===== config.mk =====
export PLATFORM = sky130hd
export DESIGN_NAME = tap_rhythm_record_replay_core
export DESIGN_NICKNAME = d
export VERILOG_FILES = /design/src/hw/rtl/trrr_pkg.sv /design/src/hw/rtl/tap_rhythm_record_replay_core.sv /design/src/hw/rtl/trrr_ram.sv /design/src/hw/rtl/trrr_ctrl.sv /design/src/hw/rtl/trrr_outq.sv
export VERILOG_INCLUDE_DIRS = /design/src /design/src/hw/rtl
export SDC_FILE = /design/constraint.sdc
export NUM_CORES = 2
export LEC_CHECK = 0
export ABC_AREA = 0
export BUFFER_PORTS_ARGS = -buffer_cell sky130_fd_sc_hd__buf_2
export CAP_MARGIN = 30
export CORE_MARGIN = 2
export CORE_UTILIZATION = 45
export CTS_CLUSTER_DIAMETER = 40
export CTS_CLUSTER_SIZE = 28
export DETAILED_ROUTE_END_ITERATION = 6
export PLACE_DENSITY = 0.58
export SLEW_MARGIN = 20
export SYNTH_ARGS = -nofsm -noshare
export SYNTH_HDL_FRONTEND = slang
export SYNTH_SLANG_ARGS = --single-unit

===== constraint.sdc =====
create_clock -name clk_i -period 25.7 [get_ports clk_i]
set_input_delay 3.855 -clock clk_i [delete_from_list [all_inputs] [get_ports clk_i]]
set_output_delay 3.855 -clock clk_i [all_outputs]
set_load 0.02 [all_outputs]

===== src/hw/rtl/assert_macros.svh =====
// Assertion macros shared by the tap rhythm record/replay RTL.
// Expects clk_i and rst_ni in the scope of the using module.
`ifndef ASSERT_MACROS_SVH
`define ASSERT_MACROS_SVH

// Plain property, checked on every clock edge outside reset.
`define TRRR_ASSERT(name, prop, msg) \
  name: assert property (@(posedge clk_i) disable iff (!rst_ni) (prop)) else $error(msg);

// Implication: when ante holds, cons must hold in the same cycle.
`define TRRR_ASSERT_IMP(name, ante, cons, msg) \
  name: assert property (@(posedge clk_i) disable iff (!rst_ni) (ante) |-> (cons)) \
    else $error(msg);

`endif


===== src/hw/rtl/trrr_pkg.sv =====
// Shared types and constants for the tap rhythm record/replay block.
// No dependencies.
package trrr_pkg;

  localparam int unsigned CNT_W = 16;
  localparam logic [CNT_W-1:0] IDLE_TIMEOUT_RST = 16'd300;

  typedef enum logic [1:0] {
    MODE_IDLE   = 2'd0,
    MODE_RECORD = 2'd1,
    MODE_REPLAY = 2'd2
  } mode_e;

  // One result beat.
  typedef struct packed {
    logic  red;
    logic  green;
    mode_e mode;
  } result_t;

endpackage


===== src/hw/rtl/tap_rhythm_record_replay_core.sv =====
// Top level of the tap rhythm recorder/replayer.
// Depends on trrr_pkg, trrr_ram, trrr_ctrl and trrr_outq.
//
// Usage:
//   Input channel: one beat per timer tick, carrying button_pressed_i, handshake
//   in_valid_i / in_stall_o. Output channel: one result beat per tick (red_led_o,
//   green_led_o, mode_now_o), handshake out_valid_o / out_stall_i.
//   idle_timeout is written through cfg_we_i / cfg_wdata_i; the user must write it only while idle (not enforced).
// Throughput and forwarding:
//   A tick is processed in the cycle it is accepted and its result is registered in
//   the output buffer; one tick per cycle sustained while the output is not stalled.
//   The interval RAM read data is registered; the reloaded interval is bypassed into
//   the tick counter in the cycle it returns, so a following tick never waits. A
//   second write from the same tick goes in the next cycle, forwarded to any read then.
// Reset:
//   Mode idle, red on, green off, idle_timeout = 300. The interval RAM is not
//   cleared (no clearing pass); replay only reads slots written in the same take.
// Back-pressure:
//   Results sit in a two-entry buffer. in_stall_o rises only when both entries
//   are held, so a tick is still taken while one result waits.
module tap_rhythm_record_replay_core #(
  parameter int unsigned SLOTS = 64
) (
  input  logic                       clk_i,
  input  logic                       rst_ni,
  input  logic                       cfg_we_i,
  input  logic [trrr_pkg::CNT_W-1:0] cfg_wdata_i,
  input  logic                       in_valid_i,
  output logic                       in_stall_o,
  input  logic                       button_pressed_i,
  output logic                       out_valid_o,
  input  logic                       out_stall_i,
  output logic                       red_led_o,
  output logic                       green_led_o,
  output logic [1:0]                 mode_now_o
);

  localparam int unsigned AW = $clog2(SLOTS);
  localparam int unsigned CW = trrr_pkg::CNT_W;

  logic [CW-1:0]     idle_timeout_q;
  logic              accept;
  trrr_pkg::result_t result, out_data;

  logic          ram_we;
  logic [AW-1:0] ram_waddr, ram_raddr;
  logic [CW-1:0] ram_wdata, ram_rdata;

  // config register
  always_ff @(posedge clk_i or negedge rst_ni) begin
    if (!rst_ni) begin
      idle_timeout_q <= trrr_pkg::IDLE_TIMEOUT_RST;
    end else if (cfg_we_i) begin
      idle_timeout_q <= cfg_wdata_i;
    end
  end

  assign accept = in_valid_i & ~in_stall_o;

  trrr_ctrl #(
    .SLOTS (SLOTS)
  ) u_ctrl (
    .clk_i          (clk_i),
    .rst_ni         (rst_ni),
    .accept_i       (accept),
    .level_i        (button_pressed_i),
    .idle_timeout_i (idle_timeout_q),
    .result_o       (result),
    .ram_we_o       (ram_we),
    .ram_waddr_o    (ram_waddr),
    .ram_wdata_o    (ram_wdata),
    .ram_raddr_o    (ram_raddr),
    .ram_rdata_i    (ram_rdata)
  );

  // interval store
  trrr_ram #(
    .WIDTH (CW),
    .DEPTH (SLOTS)
  ) u_ram (
    .clk_i   (clk_i),
    .we_i    (ram_we),
    .waddr_i (ram_waddr),
    .wdata_i (ram_wdata),
    .raddr_i (ram_raddr),
    .rdata_o (ram_rdata)
  );

  trrr_outq u_outq (
    .clk_i   (clk_i),
    .rst_ni  (rst_ni),
    .push_i  (accept),
    .data_i  (result),
    .full_o  (in_stall_o),
    .valid_o (out_valid_o),
    .stall_i (out_stall_i),
    .data_o  (out_data)
  );

  assign red_led_o   = out_data.red;
  assign green_led_o = out_data.green;
  assign mode_now_o  = 2'(out_data.mode);

endmodule


===== src/hw/rtl/trrr_ram.sv =====
// Generic single-write, single-read synchronous RAM with registered read data.
// No dependencies.
module trrr_ram #(
  parameter int unsigned WIDTH = 16,
  parameter int unsigned DEPTH = 64
) (
  input  logic                     clk_i,
  input  logic                     we_i,
  input  logic [$clog2(DEPTH)-1:0] waddr_i,
  input  logic [WIDTH-1:0]         wdata_i,
  input  logic [$clog2(DEPTH)-1:0] raddr_i,
  output logic [WIDTH-1:0]         rdata_o
);

  logic [WIDTH-1:0] mem_q [DEPTH];

  always_ff @(posedge clk_i) begin
    if (we_i) begin
      mem_q[waddr_i] <= wdata_i;
    end
    rdata_o <= mem_q[raddr_i];
  end

endmodule


===== src/hw/rtl/trrr_ctrl.sv =====
// Tick processor: mode, counters and read-modify-write of the interval RAM.
// Depends on trrr_pkg and assert_macros.svh; RAM sits outside in the top level.
`include "assert_macros.svh"

module trrr_ctrl #(
  parameter int unsigned SLOTS = 64
) (
  input  logic                             clk_i,
  input  logic                             rst_ni,
  input  logic                             accept_i,
  input  logic                             level_i,
  input  logic [trrr_pkg::CNT_W-1:0]       idle_timeout_i,
  output trrr_pkg::result_t                result_o,
  output logic                             ram_we_o,
  output logic [$clog2(SLOTS)-1:0]         ram_waddr_o,
  output logic [trrr_pkg::CNT_W-1:0]       ram_wdata_o,
  output logic [$clog2(SLOTS)-1:0]         ram_raddr_o,
  input  logic [trrr_pkg::CNT_W-1:0]       ram_rdata_i
);

  localparam int unsigned AW = $clog2(SLOTS);
  localparam int unsigned SW = $clog2(SLOTS + 1);
  localparam int unsigned CW = trrr_pkg::CNT_W;
  localparam logic [SW-1:0] LAST  = SW'(SLOTS - 1);
  localparam logic [SW-1:0] ONE_S = SW'(1);

  trrr_pkg::mode_e mode_q, mode_d;
  logic          prev_q, prev_d;
  logic [CW-1:0] cnt_q, cnt_d, cnt_cur, ld_val;
  logic [SW-1:0] ws_q, ws_d;
  logic [SW-1:0] play_q, play_d;
  logic          red_q, red_d;
  logic          green_q, green_d;

  // pending load of the tick counter from the RAM
  logic          ld, ld_pend_q;
  logic [AW-1:0] ld_addr;
  logic          fwd_hit_d, fwd_hit_q;
  logic [CW-1:0] fwd_data_d, fwd_data_q;

  // edge write (w1) and end-of-record write (w2)
  logic          w1, w2;
  logic [AW-1:0] w1_addr, w2_addr;
  logic [CW-1:0] w1_data, w2_data;
  logic          full, tmo;

  // deferred second write
  logic          pw_vld_q;
  logic [AW-1:0] pw_addr_q;
  logic [CW-1:0] pw_data_q;

  // shadow of slot 0, needed within the tick that ends recording
  logic [CW-1:0] first_q;

  assign ld_val  = fwd_hit_q ? fwd_data_q : ram_rdata_i;
  assign cnt_cur = ld_pend_q ? ld_val : cnt_q;

  always_comb begin
    mode_d  = mode_q;
    prev_d  = prev_q;
    cnt_d   = cnt_cur;
    ws_d    = ws_q;
    play_d  = play_q;
    red_d   = red_q;
    green_d = green_q;
    w1      = 1'b0;
    w1_addr = '0;
    w1_data = '0;
    w2      = 1'b0;
    w2_addr = '0;
    w2_data = '0;
    ld      = 1'b0;
    ld_addr = '0;
    full    = 1'b0;
    tmo     = 1'b0;
    if (accept_i) begin
      if (mode_d == trrr_pkg::MODE_IDLE && prev_d != level_i) begin
        play_d  = '0;
        ws_d    = '0;
        cnt_d   = '0;
        green_d = 1'b1;
        prev_d  = level_i;
        mode_d  = trrr_pkg::MODE_RECORD;
      end

      if (mode_d == trrr_pkg::MODE_RECORD) begin
        cnt_d = cnt_d + CW'(1);
        red_d = 1'b1;
        if (prev_d != level_i && ws_d < LAST) begin
          w1      = 1'b1;
          w1_addr = ws_d[AW-1:0];
          w1_data = cnt_d;
          cnt_d   = '0;
          green_d = ~green_d;
          prev_d  = level_i;
          ws_d    = ws_d + ONE_S;
        end
        full = (ws_d >= LAST);
        tmo  = !full && (cnt_d >= idle_timeout_i) && (ws_d != '0) && !level_i;
        if (full || tmo) begin
          // a full store gets no end-of-record write; only a timeout writes the last interval
          if (tmo) begin
            w2      = 1'b1;
            w2_addr = ws_d[AW-1:0];
            w2_data = cnt_d;
          end
          ws_d    = ws_d + ONE_S;
          cnt_d   = (w1 && w1_addr == '0) ? w1_data : first_q;
          green_d = 1'b1;
          mode_d  = trrr_pkg::MODE_REPLAY;
        end
      end

      if (mode_d == trrr_pkg::MODE_REPLAY && play_d < ws_d) begin
        cnt_d = cnt_d - CW'(1);
        red_d = 1'b0;
        if (cnt_d == '0) begin
          green_d = ~green_d;
          play_d  = play_d + ONE_S;
          if (play_d < ws_d && play_d < LAST) begin
            ld      = 1'b1;
            ld_addr = play_d[AW-1:0];
          end else begin
            cnt_d = '0;
          end
        end
        if (play_d == ws_d || play_d >= LAST) begin
          mode_d  = trrr_pkg::MODE_IDLE;
          red_d   = 1'b1;
          green_d = 1'b0;
        end
      end
    end
  end

  // forward any write that lands while the load is in flight
  always_comb begin
    fwd_hit_d  = 1'b0;
    fwd_data_d = '0;
    if (w2 && w2_addr == ld_addr) begin
      fwd_hit_d  = 1'b1;
      fwd_data_d = w2_data;
    end else if (w1 && w1_addr == ld_addr) begin
      fwd_hit_d  = 1'b1;
      fwd_data_d = w1_data;
    end else if (pw_vld_q && pw_addr_q == ld_addr) begin
      fwd_hit_d  = 1'b1;
      fwd_data_d = pw_data_q;
    end
  end

  // write port: deferred write first, then the edge write, then the end write
  assign ram_we_o = pw_vld_q | w1 | w2;
  always_comb begin
    if (pw_vld_q) begin
      ram_waddr_o = pw_addr_q;
      ram_wdata_o = pw_data_q;
    end else if (w1) begin
      ram_waddr_o = w1_addr;
      ram_wdata_o = w1_data;
    end else begin
      ram_waddr_o = w2_addr;
      ram_wdata_o = w2_data;
    end
  end

  assign ram_raddr_o = ld_addr;

  assign result_o.red   = red_d;
  assign result_o.green = green_d;
  assign result_o.mode  = mode_d;

  always_ff @(posedge clk_i or negedge rst_ni) begin
    if (!rst_ni) begin
      mode_q    <= trrr_pkg::MODE_IDLE;
      prev_q    <= 1'b0;
      cnt_q     <= '0;
      ws_q      <= '0;
      play_q    <= '0;
      red_q     <= 1'b1;
      green_q   <= 1'b0;
      ld_pend_q <= 1'b0;
      pw_vld_q  <= 1'b0;
    end else begin
      mode_q    <= mode_d;
      prev_q    <= prev_d;
      cnt_q     <= cnt_d;
      ws_q      <= ws_d;
      play_q    <= play_d;
      red_q     <= red_d;
      green_q   <= green_d;
      ld_pend_q <= ld;
      pw_vld_q  <= w1 & w2;
    end
  end

  always_ff @(posedge clk_i) begin
    fwd_hit_q  <= fwd_hit_d;
    fwd_data_q <= fwd_data_d;
    pw_addr_q  <= w2_addr;
    pw_data_q  <= w2_data;
    if (w1 && w1_addr == '0) begin
      first_q <= w1_data;
    end
  end

  `TRRR_ASSERT_IMP(a_no_wr_collide, pw_vld_q, !(w1 || w2), "deferred write collides with new write")
  `TRRR_ASSERT_IMP(a_ld_follows_beat, ld_pend_q, $past(accept_i), "counter load without a beat")
  `TRRR_ASSERT_IMP(a_replay_has_slots, mode_q == trrr_pkg::MODE_REPLAY, ws_q != '0,
                   "replay with empty store")

endmodule


===== src/hw/rtl/trrr_outq.sv =====
// Two-entry result buffer between the tick processor and the output channel.
// Depends on trrr_pkg and assert_macros.svh.
`include "assert_macros.svh"

module trrr_outq (
  input  logic              clk_i,
  input  logic              rst_ni,
  input  logic              push_i,
  input  trrr_pkg::result_t data_i,
  output logic              full_o,
  output logic              valid_o,
  input  logic              stall_i,
  output trrr_pkg::result_t data_o
);

  trrr_pkg::result_t entry_q [2];
  logic       wr_q, rd_q;
  logic [1:0] cnt_q;
  logic       pop;

  assign valid_o = (cnt_q != 2'd0);
  assign full_o  = (cnt_q == 2'd2);
  assign pop     = valid_o & ~stall_i;
  assign data_o  = entry_q[rd_q];

  always_ff @(posedge clk_i or negedge rst_ni) begin
    if (!rst_ni) begin
      wr_q  <= 1'b0;
      rd_q  <= 1'b0;
      cnt_q <= 2'd0;
    end else begin
      if (push_i) begin
        wr_q <= ~wr_q;
      end
      if (pop) begin
        rd_q <= ~rd_q;
      end
      if (push_i && !pop) begin
        cnt_q <= cnt_q + 2'd1;
      end else if (pop && !push_i) begin
        cnt_q <= cnt_q - 2'd1;
      end
    end
  end

  always_ff @(posedge clk_i) begin
    if (push_i) begin
      entry_q[wr_q] <= data_i;
    end
  end

  `TRRR_ASSERT_IMP(a_no_push_full, push_i, cnt_q != 2'd2, "push into full result buffer")

endmodule

==> impl_metrics.ini <==
[run_status]
outcome = finished, final reports clean

[drt]
drcViolationCount = 0
dr.pass1.iters = 6
wl_per_cell_um = 28.37
drtIter0Drc = 3779
antenna_left = 0
dr_total_vias = 31900
viasPerCell = 6.171
wl_um = 146700

[grt]
antenna_found_initial = 3
grt_max_degree = 110
grt_pass1_vias = 30260
grt_usage = 0.2599
grt_first_pass_wirelength_um = 212700
grt_overflow = 0

[synthesis]
synthCells = 3502
synth_compound_area_frac = 0.1076
syn_nets = 3561
synth-xor-area-share = 0.01070
synth-edff-count = 1048
synth_top_family_by_area = compound AO/OA/AOI/OAI gates
ys_ff_latch = 1160
yosys.area_share.simple = 0.08755
syn_area_um2 = 49000
syn_avg_cell_area_um2 = 13.99
synth_top_area_share = 0.6422
synth_cell_types = 96
yosys_warnings = 0
synth_area_leaders = edfxtp_1, mux2i_1, dfrtp_1, dfxtp_1, nand2_1
synthMuxAreaShare = 0.06695
async_flop_share = 0.04914
synth-adder-area-share = 0.009447
yosys.area.top_type = edfxtp_1
synthFlopType = edfxtp_1
ys_seq_area_frac = 0.6939

[worst_hold_path]
hold_path.class = flop to flop
hold_path_depth = 2
whs_endpoint = u_ctrl.fwd_data_q[1]
min-delay-start = u_ctrl.pw_data_q[1]

[worst_setup_path]
reg2reg_depth = 36
slowest_delay_ns = 0.87
cp.arrival_ns = 15.88
path_max_fanout = 109
cp_slowest_cell = buf_4
crit_type = primary input to flop
worstPathRequired_ns = 26.36
end_kind = flop
ff2ff_setup_slack_ns = 13.21
critPathLaunchType = primary input
reg2reg_to = u_ram.rdata_o[0]
cpMostUsedCell = nor2_1
rr_startpoint = u_ctrl.fwd_hit_q

[placement]
dpl.hpwl_um = 90210
globalplace.congestion = 0.9345
port_buffers = 27
pre_cts_ws_ns = 9.896
dp_cells = 4886
dpl-instance-area_um2 = 51480

[sta]
worstMarginPinSlew_ns = 1.031
fmax_ghz = 0.06571
setup_ws_ns = 10.48
fin_hold_ws_ns = 0.4696
relSlewSlack = 0.3076
rsz0062_at_grt = no
maxSlewViolCount = 0
hold_viol_final = 0
finalSetupTns_ns = 0
period_minus_slack_ns = 15.22
timing.final.crit_share = 0.5922
setup_viol = 0
fin_skew_ns = 0.03777

[clock_tree]
post-cts-setup-buffer-count = 0
cts.path.max_buffers = 3
numCtsBuffers = 149
cts_tree = yes
clk_pin_slew_ns = 0.06
htreeDepth = 4
ctsHoldBuffers = 0
cts_resized = 0
cts_sinks = 1160
cts-root-buf = clkbuf_16
clkLatencyLatePin_ns = 0.76

[cells_and_area]
finish.instance_area_um2 = 56530
multi_input_area_um2 = 14090
layout-drive-gt1-share = 0.1370
nNetsFinal = 3686
mostFrequentLayoutCells = edfxtp_1, mux2i_1, nand2_1
nFillCells = 9069
fin_util = 0.5215
regArea_um2 = 34010
fin_cells = 5169
area_delta_synth_final_pct = 15.37
final_common_cell = edfxtp_1

[floorplan]
num_rows = 121
die_x_um = 334
ios = 28
die_h_um = 334
floorplan.initialDensity = 0.4521
coreArea_um2 = 108400
die_area_um2 = 111600

[power_and_ir_drop]
leakage_nw = 20.43
peakVddDrop_mv = 0.05773
power.density_nw_per_um2 = 98.99
p_total_mw = 5.596

[job]
drv_cap = 0
synthesized netlist by cell type, drive strengths merged (10+ instances only):
master	instances
a22o	70
o22ai	73
and2	17
o32ai	10
nor3	90
dfrtp	52
a22oi	43
buf	65
nand2b	10
a221o	19
a31oi	57
or3	22
mux2	14
nand4	58
ha	37
edfxtp	1048
a221oi	42
a21oi	87
nor2b	15
nand3	86
xnor2	43
o2111ai	18
nand2	290
nor4	38
o221ai	47
and3	24
dfxtp	55
a211oi	25
o21ai	115
clkbuf	143
nor2	223
o31ai	18
inv	80
mux2i	303
o211ai	34
xor2	16
a21o	10
layout make-up:
cell class / count / share of cell area
well taps: 1414 / 0.03129
flip-flops and latches: 1160 / 0.6015
diodes: 3 / 0.0001328
inverters: 82 / 0.005444
repair buffers: 183 / 0.02344
multi-input cells: 2051 / 0.2493
clock inverters: 104 / 0.01919
clock buffers: 172 / 0.06971
routing by layer:
layer | up-vias | share of wire | global-route usage
met5 | - | 0.000068 | 0
met1 | 16120 | 0.42 | 0.3629
met4 | 2 | 0.032 | 0.08904
li1 | 14040 | - | -
met2 | 1467 | 0.47 | 0.4141
met3 | 269 | 0.077 | 0.04320
registers in the layout, summed over array words and instances (netlist names):
register and cells:
u_ctrl.ws_q 7, u_ctrl.ld_pend_q 1, u_ram.mem_q 1024, u_ctrl.prev_q 1, u_ctrl.play_q 7, u_ctrl.fwd_data_q 16, u_ram.rdata_o 16, u_outq.wr_q 1
idle_timeout_q 16, u_ctrl.pw_addr_q 6, u_ctrl.fwd_hit_q 1, u_ctrl.pw_data_q 16, u_outq.cnt_q 2, u_outq.rd_q 1, u_ctrl.pw_vld_q 1, u_ctrl.green_q 1
u_ctrl.first_q 16, u_ctrl.red_q 1, u_outq.entry_q 8, u_ctrl.mode_q 2, u_ctrl.cnt_q 16
worst max-delay path, delay by kind of cell:
family | cells | cell delay, ns
AND/OR/NAND/NOR | 12 | 3.76
multiplexers | 1 | 0.18
AO/OA/AOI/OAI | 13 | 3.23
adder cells (fa/ha/maj) | 3 | 0.79
XOR/XNOR | 3 | 0.97
buffers and inverters | 6 | 2.85
how the worst max path moves through the flow:
stage | start | endpoint | depth (start not counted)
finish | button_pressed_i | u_ram.rdata_o[0] | 38
global route | button_pressed_i | u_ram.rdata_o[0] | 38
CTS | button_pressed_i | u_ram.rdata_o[0] | 38
detailed placement | button_pressed_i | u_ram.rdata_o[0] | 38
global placement | button_pressed_i | u_ram.rdata_o[0] | 38
floorplan | button_pressed_i | u_ctrl.fwd_data_q[11] | 40
logic make-up (layout without fill, tap and decap cells):
family / Yosys count / after routing
DFF: 1160 / 1160
other: 0 / 3
xor gates and xnor gates: 59 / 59
muxes: 321 / 321
adders and majority gates: 37 / 37
AOI/OAI and AO/OA: 732 / 732
buffers and inverters: 291 / 541
and+or+nand+nor: 902 / 902
where the power goes:
group / total [mW] / switching (mW) / internal, mW
Combinational: 1.25 / 0.909 / 0.342
Sequential: 2.27 / 0.0475 / 2.22
Clock: 2.08 / 0.837 / 1.24
Total: 5.60 / 1.79 / 3.80
Power figures use the tool's default switching activity.
